==> src/sv/fpa_pkg.sv <==
// Shared types, operation and error codes, and saturation helper for the
// fixed-point arithmetic unit. No dependencies.
package fpa_pkg;

  typedef enum logic [3:0] {
    OP_ADD    = 4'd0,
    OP_SUB    = 4'd1,
    OP_MUL    = 4'd2,
    OP_DIV    = 4'd3,
    OP_GT     = 4'd4,
    OP_LT     = 4'd5,
    OP_GE     = 4'd6,
    OP_LE     = 4'd7,
    OP_EQ     = 4'd8,
    OP_NE     = 4'd9,
    OP_MIN    = 4'd10,
    OP_MAX    = 4'd11,
    OP_INC    = 4'd12,
    OP_DEC    = 4'd13,
    OP_TO_INT = 4'd14
  } op_t;

  typedef enum logic [1:0] {
    ERR_OK       = 2'd0,
    ERR_DIV_ZERO = 2'd1,
    ERR_OVERFLOW = 2'd2
  } err_t;

  typedef struct packed {
    logic [31:0] val;
    logic [1:0]  err;
  } res_t;

  // Apply sign to a magnitude, clamping to the 32-bit signed range.
  // big marks a magnitude already known to lie far outside that range.
  function automatic res_t sat_mag(input logic [33:0] m, input logic neg,
                                   input logic big);
    res_t r;
    r.err = ERR_OK;
    if (neg) begin
      if (big || (m > 34'h080000000)) begin
        r.val = 32'h80000000;
        r.err = ERR_OVERFLOW;
      end else begin
        r.val = 32'(-m);
      end
    end else begin
      if (big || (m > 34'h07FFFFFFF)) begin
        r.val = 32'h7FFFFFFF;
        r.err = ERR_OVERFLOW;
      end else begin
        r.val = m[31:0];
      end
    end
    return r;
  endfunction

endpackage

==> src/sv/fpa_mul.sv <==
// Two-stage rounding multiplier on operand magnitudes.
// Depends on fpa_pkg.
module fpa_mul #(
  parameter int FRAC_BITS = 8
) (
  input  logic             clk,
  input  logic [31:0]      a,
  input  logic [31:0]      b,
  output fpa_pkg::res_t    res
);

  logic [31:0] ma, mb;
  logic [63:0] prod;
  logic        neg1;
  logic [64:0] sum;
  logic [64:0] shifted;

  assign ma = a[31] ? 32'(-a) : a;
  assign mb = b[31] ? 32'(-b) : b;

  // Stage one: raw product of magnitudes.
  always_ff @(posedge clk) begin
    prod <= ma * mb;
    neg1 <= a[31] ^ b[31];
  end

  // Stage two: round half away from zero, then clamp.
  assign sum     = {1'b0, prod} + (65'd1 << (FRAC_BITS - 1));
  assign shifted = sum >> FRAC_BITS;

  always_ff @(posedge clk) begin
    res <= fpa_pkg::sat_mag(shifted[33:0], neg1, |shifted[64:34]);
  end

endmodule

==> config.mk <==
export PLATFORM = sky130hd
export DESIGN_NAME = fpa_mul
export DESIGN_NICKNAME = d
export VERILOG_FILES = /design/src/sv/fpa_pkg.sv /design/src/sv/fpa_mul.sv
export SDC_FILE = /design/constraint.sdc
export NUM_CORES = 2
export LEC_CHECK = 0
export BUFFER_PORTS_ARGS = -buffer_cell sky130_fd_sc_hd__buf_4
export CAP_MARGIN = 10
export CORE_MARGIN = 2
export CORE_UTILIZATION = 40
export DETAILED_ROUTE_END_ITERATION = 6
export GPL_ROUTABILITY_DRIVEN = 1
export PLACE_DENSITY = 0.59
export RECOVER_POWER = 50
export SETUP_SLACK_MARGIN = 0.02
export SYNTH_ARGS = -nofsm -noshare
export SYNTH_HDL_FRONTEND = slang
export SYNTH_SLANG_ARGS = --single-unit
export TNS_END_PERCENT = 5
==> constraint.sdc <==
create_clock -name clk -period 28.7 [get_ports clk]
set_clock_uncertainty 0.2 [all_clocks]
set_input_delay 2.87 -clock clk [delete_from_list [all_inputs] [get_ports clk]]
set_output_delay 2.87 -clock clk [all_outputs]
set_load 0.005 [all_outputs]
==> flow_summary.ini <==
[synth]
synth_top_flop_cell = sky130_fd_sc_hd__dfxtp_1
synth.net_count = 5619
synth_async_sr_flop_share = 0
synth_enable_flop_cells = 0
synth-seq-area-share = 0.0481
synthesis.area_per_instance_um2 = 8.62
netlist_instances = 4394
yosys_register_bits = 91
synth_warnings = 0
mappedNetlistArea_um2 = 37900
yosys.cell_types.count = 80

[clock_tree]
cts.htree.levels = 3
inserted_clock_buffers = 9
cts.path.max_buffers = 2
cts_tree = built
cts-resized-gates = 0
clock_sinks = 91
cts.hold.buffers_added = 0
path_clk_slew_ps = 60
ctsRootBufferMaster = sky130_fd_sc_hd__clkbuf_16
clk_latency_worst_skew_pair_ps = 360
cts_setup_buffers = 0

[route]
ant_nets = 0
dr.pass1.iters = 5
num_vias = 30200
finalWirelength_um = 120000
wire_per_inst_um = 21.2
detail_route.iter0.violations = 1910
drcViolationCount = 0
routed_via_density = 5.32

[finish]
fin_area_um2 = 40800
final_nets = 5644
num_antenna_cells = 0
layout-area-overhead-vs-synth_pct = 7.80
layout-drive-gt1-share = 0.0701

[place]
post_dp_cell_area_um2 = 40600
gp_congestion = 0.966
placement.setup.worst_slack_ps = 14090
placement.io_buffers = 97
dpl.hpwl_um = 101000

[worst_setup_path]
worst-path-max-fanout = 8
cp_slowest_stage_delay_ps = 790
cp_max_delay_cell = sky130_fd_sc_hd__o41ai_2
critPathRequiredTime_ps = 28750
critPathKind = input port to flip-flop
crit_arrival_ps = 14500
timing.critical_path.to_type = flip-flop
timing.critical_path.from_type = input port
cpMostUsedCell = sky130_fd_sc_hd__fa_1

[global_route]
track_usage = 0.254
first_pass_grt_wire_length_um = 189000
grt_start_max_net_pins = 59
grt_antenna_before_repair = 4
grt_pass1_vias = 32100
globalRoute.totalOverflow = 0

[sta]
report.final.slew_viol_count = 44
grt_setup_unrepaired = no
setup_ws_ps = 14250
final_min_period_over_clock_period = 0.503
finalWorstPathRequiredPeriod_ps = 14450
timing_worst_slew_pin_value_ps = 2420
report.final.setup_viol = 0
fmaxAchievable_mhz = 69.2
hold_viol = 0
slew-limit-headroom = -0.611
fin_setup_tns_ps = 0

[min_path]
timing.hold.worst.class = flip-flop to flip-flop

[die]
dieHeight_um = 312
die_area_um2 = 97200
initial_utilization = 0.405
coreArea_um2 = 93600
placementRows = 112
die_width_um = 312
ioPinCount = 99

[run_status]
violations_in_the_final_reports = capacitance limit, slew limit
run_status = finished with violations

[run]
drv.max_cap_violation_count = 2
==> flip-flops by register name, indices dropped and copies added (netlist names) <==
register and count:
prod 57, res 33, neg1 1
==> critical path, delay by kind of cell <==
family / cells / cell delay, ps
fa+ha+maj: 9 / 4390
compound gates: 7 / 3190
simple gates: 9 / 2850
xor+xnor: 2 / 880
buf+inv: 4 / 280
==> cells by family (layout without fill, tap and decap cells) <==
family | count (synthesis) | count (layout) | share of synthesized area
AND/OR/NAND/NOR | 1445 | 1445 | 0.162
adder cells (fa/ha/maj) | 1160 | 1160 | 0.561
buffers and inverters | 1117 | 1147 | 0.112
AO/OA/AOI/OAI | 345 | 345 | 0.0622
XOR/XNOR | 224 | 224 | 0.0526
flip-flops | 91 | 91 | 0.0481
multiplexers | 11 | 11 | 0.00291
other | 1 | 1 | 0.0000990
==> per-stage QoR <==
step | instances | hold slack [ps] | utilization
global route | 5678 | 535 | 0.436
detailed placement | 5662 | 535 | 0.434
CTS | 5678 | 543 | 0.437
global placement | 5662 | 531 | 0.434
finish | 5678 | 514 | 0.436
floorplan | 4394 | 424 | -
==> cell type report <==
class | instances | area (µm²)
Clock buffer | 10 | 229
Tap cell | 1254 | 1570
Inverter | 921 | 3460
Clock inverter | 6 | 50.0
Timing Repair Buffer | 210 | 1570
Multi-Input combinational cell | 3186 | 32100
Sequential cell | 91 | 1820
Fill cell | 9542 | 52800
==> cells in the mapped netlist (32+ instances only) <==
library cell,count,area share
sky130_fd_sc_hd__clkbuf_1,180,0.018
sky130_fd_sc_hd__dfxtp_1,91,0.048
sky130_fd_sc_hd__xor2_1,99,0.023
sky130_fd_sc_hd__and3_1,32,0.0053
sky130_fd_sc_hd__o21ai_0,69,0.0091
sky130_fd_sc_hd__fa_1,895,0.47
sky130_fd_sc_hd__nand3_1,56,0.0074
sky130_fd_sc_hd__ha_1,265,0.088
sky130_fd_sc_hd__nor2_1,592,0.059
sky130_fd_sc_hd__a21oi_1,83,0.011
sky130_fd_sc_hd__nand2_1,573,0.057
sky130_fd_sc_hd__a21o_1,48,0.0095
sky130_fd_sc_hd__nor3_1,32,0.0042
sky130_fd_sc_hd__inv_1,920,0.091
sky130_fd_sc_hd__xnor2_1,121,0.028
==> layout by cell type, fill, tap and decap left out, types with 68 or more instances in the layout <==
master,count
sky130_fd_sc_hd__a21oi_1,83
sky130_fd_sc_hd__buf_4,175
sky130_fd_sc_hd__dfxtp_1,90
sky130_fd_sc_hd__fa_1,895
sky130_fd_sc_hd__ha_1,265
sky130_fd_sc_hd__inv_1,920
sky130_fd_sc_hd__nand2_1,573
sky130_fd_sc_hd__nor2_1,592
sky130_fd_sc_hd__o21ai_0,68
sky130_fd_sc_hd__xnor2_1,102
sky130_fd_sc_hd__xor2_1,77
==> final timing paths <==
kind / slack (ps) / start / cells after the start / to
setup / recovery: 14250 / a[5] / 31 / prod[61]$_DFF_P_
hold / removal: 510 / prod[36]$_DFF_P_ / 2 / res[30]$_DFF_P_
hold reg to reg: 510 / prod[36]$_DFF_P_ / 2 / res[30]$_DFF_P_
setup reg to reg: 22880 / prod[10]$_DFF_P_ / 10 / res[19]$_DFF_P_
==> metal layers <==
metal | global-route usage | vias to the layer above | routed length [µm]
li1 | - | 13200 | -
met1 | 0.320 | 15600 | 46600
met2 | 0.428 | 1129 | 58600
met3 | 0.0379 | 290 | 8130
met4 | 0.120 | 4 | 6930
met5 | 0 | - | 22
Power is not shown: default switching activity piles up to over one toggle a cycle in this logic, so the estimate is an artifact.
