--- src/sv/fpa_pkg.sv ---
// Shared types, operation and error codes, and saturation helper for the
// fixed-point arithmetic unit. No dependencies.
package fpa_pkg;

  typedef enum logic [3:0] {
    OP_ADD    = 4'd0,
    OP_SUB    = 4'd1,
    OP_MUL    = 4'd2,
    OP_DIV    = 4'd3,
    OP_GT     = 4'd4,
    OP_LT     = 4'd5,
    OP_GE     = 4'd6,
    OP_LE     = 4'd7,
    OP_EQ     = 4'd8,
    OP_NE     = 4'd9,
    OP_MIN    = 4'd10,
    OP_MAX    = 4'd11,
    OP_INC    = 4'd12,
    OP_DEC    = 4'd13,
    OP_TO_INT = 4'd14
  } op_t;

  typedef enum logic [1:0] {
    ERR_OK       = 2'd0,
    ERR_DIV_ZERO = 2'd1,
    ERR_OVERFLOW = 2'd2
  } err_t;

  typedef struct packed {
    logic [31:0] val;
    logic [1:0]  err;
  } res_t;

  // Apply sign to a magnitude, clamping to the 32-bit signed range.
  // big marks a magnitude already known to lie far outside that range.
  function automatic res_t sat_mag(input logic [33:0] m, input logic neg,
                                   input logic big);
    res_t r;
    r.err = ERR_OK;
    if (neg) begin
      if (big || (m > 34'h080000000)) begin
        r.val = 32'h80000000;
        r.err = ERR_OVERFLOW;
      end else begin
        r.val = 32'(-m);
      end
    end else begin
      if (big || (m > 34'h07FFFFFFF)) begin
        r.val = 32'h7FFFFFFF;
        r.err = ERR_OVERFLOW;
      end else begin
        r.val = m[31:0];
      end
    end
    return r;
  endfunction

endpackage

--- src/sv/fpa_div.sv ---
// Pipelined restoring divider, one quotient bit per stage, with rounding
// and saturation at the tail. Depends on fpa_pkg.
module fpa_div #(
  parameter int FRAC_BITS = 8
) (
  input  logic          clk,
  input  logic [31:0]   a,
  input  logic [31:0]   b,
  output fpa_pkg::res_t res
);

  localparam int NW = 32 + FRAC_BITS;  // dividend width
  localparam int QB = 33;              // quotient bits kept
  localparam int XW = 32 + QB;         // widest shifted divisor

  logic [NW-1:0] rem  [QB+1];
  logic [31:0]   dv   [QB+1];
  logic [QB-1:0] q    [QB+1];
  logic          neg  [QB+1];
  logic          dz   [QB+1];
  logic          big  [QB+1];
  logic          asg  [QB+1];

  logic [31:0]   ma, mb;
  logic [NW-1:0] n;

  assign ma = a[31] ? 32'(-a) : a;
  assign mb = b[31] ? 32'(-b) : b;
  assign n  = {ma, FRAC_BITS'(0)};

  // Entry: flag quotients of 2^33 or more as out of range.
  always_ff @(posedge clk) begin
    rem[0] <= n;
    dv[0]  <= mb;
    q[0]   <= '0;
    neg[0] <= a[31] ^ b[31];
    dz[0]  <= (b == 32'd0);
    asg[0] <= a[31];
    big[0] <= ({(XW - NW)'(0), n} >= {mb, QB'(0)});
  end

  for (genvar i = 0; i < QB; i++) begin : g_step
    localparam int K = QB - 1 - i;
    logic [XW-1:0] dsh;
    logic          ge;
    assign dsh = {QB'(0), dv[i]} << K;
    assign ge  = ({(XW - NW)'(0), rem[i]} >= dsh);
    always_ff @(posedge clk) begin
      rem[i+1] <= ge ? (rem[i] - dsh[NW-1:0]) : rem[i];
      q[i+1]   <= q[i] | (ge ? (QB'(1) << K) : QB'(0));
      dv[i+1]  <= dv[i];
      neg[i+1] <= neg[i];
      dz[i+1]  <= dz[i];
      big[i+1] <= big[i];
      asg[i+1] <= asg[i];
    end
  end

  // Tail: round on twice the remainder, then clamp.
  logic        rnd;
  logic [33:0] qr;
  assign rnd = ({rem[QB], 1'b0} >= {1'b0, NW'(dv[QB])});
  assign qr  = {1'b0, q[QB]} + 34'(rnd);

  always_ff @(posedge clk) begin
    if (dz[QB]) begin
      res.val <= asg[QB] ? 32'h80000000 : 32'h7FFFFFFF;
      res.err <= fpa_pkg::ERR_DIV_ZERO;
    end else begin
      res <= fpa_pkg::sat_mag(qr, neg[QB], big[QB]);
    end
  end

endmodule

--- config.mk ---
export PLATFORM = sky130hd
export DESIGN_NAME = fpa_div
export DESIGN_NICKNAME = d
export VERILOG_FILES = /design/src/sv/fpa_pkg.sv /design/src/sv/fpa_div.sv
export SDC_FILE = /design/constraint.sdc
export NUM_CORES = 2
export LEC_CHECK = 0
export BUFFER_PORTS_ARGS = -buffer_cell sky130_fd_sc_hd__buf_2
export CAP_MARGIN = 30
export CORE_MARGIN = 3
export CORE_UTILIZATION = 40
export DETAILED_ROUTE_END_ITERATION = 16
export MAX_ROUTING_LAYER = met4
export PLACE_DENSITY = 0.59
export SYNTH_ARGS = -nofsm -noshare
export SYNTH_HDL_FRONTEND = slang
export SYNTH_SLANG_ARGS = --single-unit
--- constraint.sdc ---
create_clock -name clk -period 6.9 [get_ports clk]
set_input_delay 1.725 -clock clk [delete_from_list [all_inputs] [get_ports clk]]
set_output_delay 1.725 -clock clk [all_outputs]
set_load 0.005 [all_outputs]
==> flow_summary.ini <==
[power_and_ir_drop]
internal-power_uw = 38100
worst_ir_drop_vdd_mv = 0.225
swShare_pct = 32.6
p_comb_share_pct = 31.0
power.switching_uw = 18400
clock_power_share_pct = 31.0
p_leak_uw = 0.0568
p_seq_share_pct = 38.0
power_density_nw_per_um2 = 442

[die]
fp.dieH_um = 535
num_io_pins = 99
die_w_um = 535
placement_rows = 193
start_util_pct = 40.3
die_area_um2 = 286000
coreArea_um2 = 277000

[cts]
cts_buffers = 316
clkLatencyLatePin_ns = 0.85
clockBufferDepth = 4
ctsHoldBuffers = 0
clockRootBuffer = clkbuf_16
htreeDepth = 5
tritoncts = built
post_cts_resized = 0
clk_pin_slew_ns = 0.06
post_cts_buffers = 0
clock_sinks = 2943

[route]
drc = 0
drtAntennaViolNets = 0
drt_iter0_markers = 3932
drt-total-wl_um = 273000
post_drt_wl_per_cell_um = 18.0
viasPerCell = 5.04
vias = 76538
dr.pass1.iters = 6

[synthesis]
synth_area_um2 = 112000
synth-edff-count = 0
yosysMostFrequentCell = dfxtp_1
yosys-top-cells-area = dfxtp_1, ha_1, xnor2_1
synthFlopType = dfxtp_1
syn_avg_cell_area_um2 = 10.2
synth_cell_types = 84
synthTopCellsByCount = dfxtp_1, inv_1, ha_1
ys_warn_count = 0
seq_area_frac_synth_pct = 52.7
yosysTopAreaCellShare_pct = 52.7
syn_inst = 10932
syn_nets = 11829
synth_seq_cells = 2943
async_flop_share_pct = 0
synth_largest_area_cell = dfxtp_1

[place]
io_buffers = 98
place.gp.congestion = 0.958
hpwl_um = 214000

[global_routing]
grt_overflow = 0
grt_pass1_vias = 78996
grt_max_degree = 63
grt_pass1_wl_um = 431000
antenna_found_initial = 7
grt_util_all_layers_pct = 19.3

[timing]
setup_tns_ns = 0
finalSetupViolations = 0
skew_ns = 0.0478
worst_slew_pin_slew_ns = 1.00
hold_viol = 0
fmax_mhz = 164
min_period_ns = 6.10
hold_ws_ns = 0.305
timing.slew.headroom_pct = 32.6
grt_setup_unrepaired = false
drv_slew = 0
timing.final.crit_share_pct = 88.4

[cells_and_area]
seq_area_um2 = 58900
layout-drive-gt1-share_pct = 9.43
fillers = 25867
multi_input_area_um2 = 48500
utilization_pct = 46.1
area_delta_synth_final_pct = 14.2
nNetsFinal = 12104

[critical_path]
crit_arrival_ns = 6.84
critPathSlowestCell = nor4_1
path_class = reg2reg
end_kind = flop
cp.required_ns = 7.64
slowest_delay_ns = 0.84
cp_max_fo = 11
start_kind = flop

[status]
status = complete, no violations

[hold_path]
hp-class = reg2reg

[run]
cap_violations = 0
-- final timing paths --
kind	slack (ns)	end	depth (start not counted)	startpoint
worst max-delay path	0.80	res[27]	25	dv[33][1]
worst min-delay path	0.31	dz[2]	0	dz[1]
worst max register to register	0.80	res[27]	25	dv[33][1]
worst min register to register	0.31	dz[2]	0	dz[1]
-- cell usage in the layout (no fill, tap or decap), drive strengths merged, types with 286 or more instances in the layout --
cell type,netlist,final
mux2,328,328
o21ai,634,634
dfxtp,2943,2943
clkbuf,167,427
ha,799,799
xnor2,464,464
nor2,538,538
a21o,286,286
a21oi,709,709
inv,1012,1032
nand2,696,696
-- cells by family after synthesis --
family | synth area share [%]
DFF | 52.7
and+or+nand+nor | 11.0
AOI/OAI and AO/OA | 13.3
buffers and inverters | 4.05
adders and majority gates | 9.53
xor gates and xnor gates | 5.74
muxes | 3.67
-- layout make-up --
type                    count  share of cell area [%]
diodes                     20                  0.0392
clock buffers             427                    6.95
clock inverters           140                    1.60
inverters                1012                    2.97
multi-input cells        6791                    38.0
flip-flops and latches   2943                    46.1
well taps                3705                    3.63
repair buffers            143                   0.681
-- flip-flops by register name, summed over array words and instances (netlist names) --
register,count
rem,1124
dv,1088
q,561
asg,34
big,34
dz,34
neg,34
res,34
-- worst max-delay path, delay by kind of cell (launching register included) --
kind            cells  cell delay [ns]
buf+inv             4             0.62
compound gates     10             2.29
fa+ha+maj           2             0.58
flops               1             0.30
simple gates        9             2.24
-- power by group through the flow --
stage | Combinational (uW) | Clock (uW) | Sequential (uW)
after detailed placement | 17300 | 0 | 21800
after global routing | 19600 | 18700 | 21700
after floorplan | 13500 | 0 | 21000
after CTS | 17500 | 18000 | 21500
final | 17500 | 17500 | 21400
after global placement | 17000 | 0 | 21800
-- metal layers --
metal	global-route usage [%]	up-vias	part of all wire (%)
li1	-	38444	-
met1	20.1	36017	39
met2	36.2	1444	53
met3	2.16	633	3.0
met4	8.45	0	4.7
met5	-	-	0
-- stage by stage --
step | std cells | setup WS, ns | cell area [um^2] | power [uW]
4_1_cts | 15160 | 0.767 | 128000 | 56900
3_3_place_gp | 14588 | 0.333 | 117000 | 38800
6_report | 15181 | 0.802 | 128000 | 56500
3_5_place_dp | 14593 | 0.373 | 117000 | 39200
5_1_grt | 15178 | 0.361 | 128000 | 60000
2_1_floorplan | 10932 | 1.26 | 112000 | 34500
No activity file was read; power rests on OpenSTA's default activity.
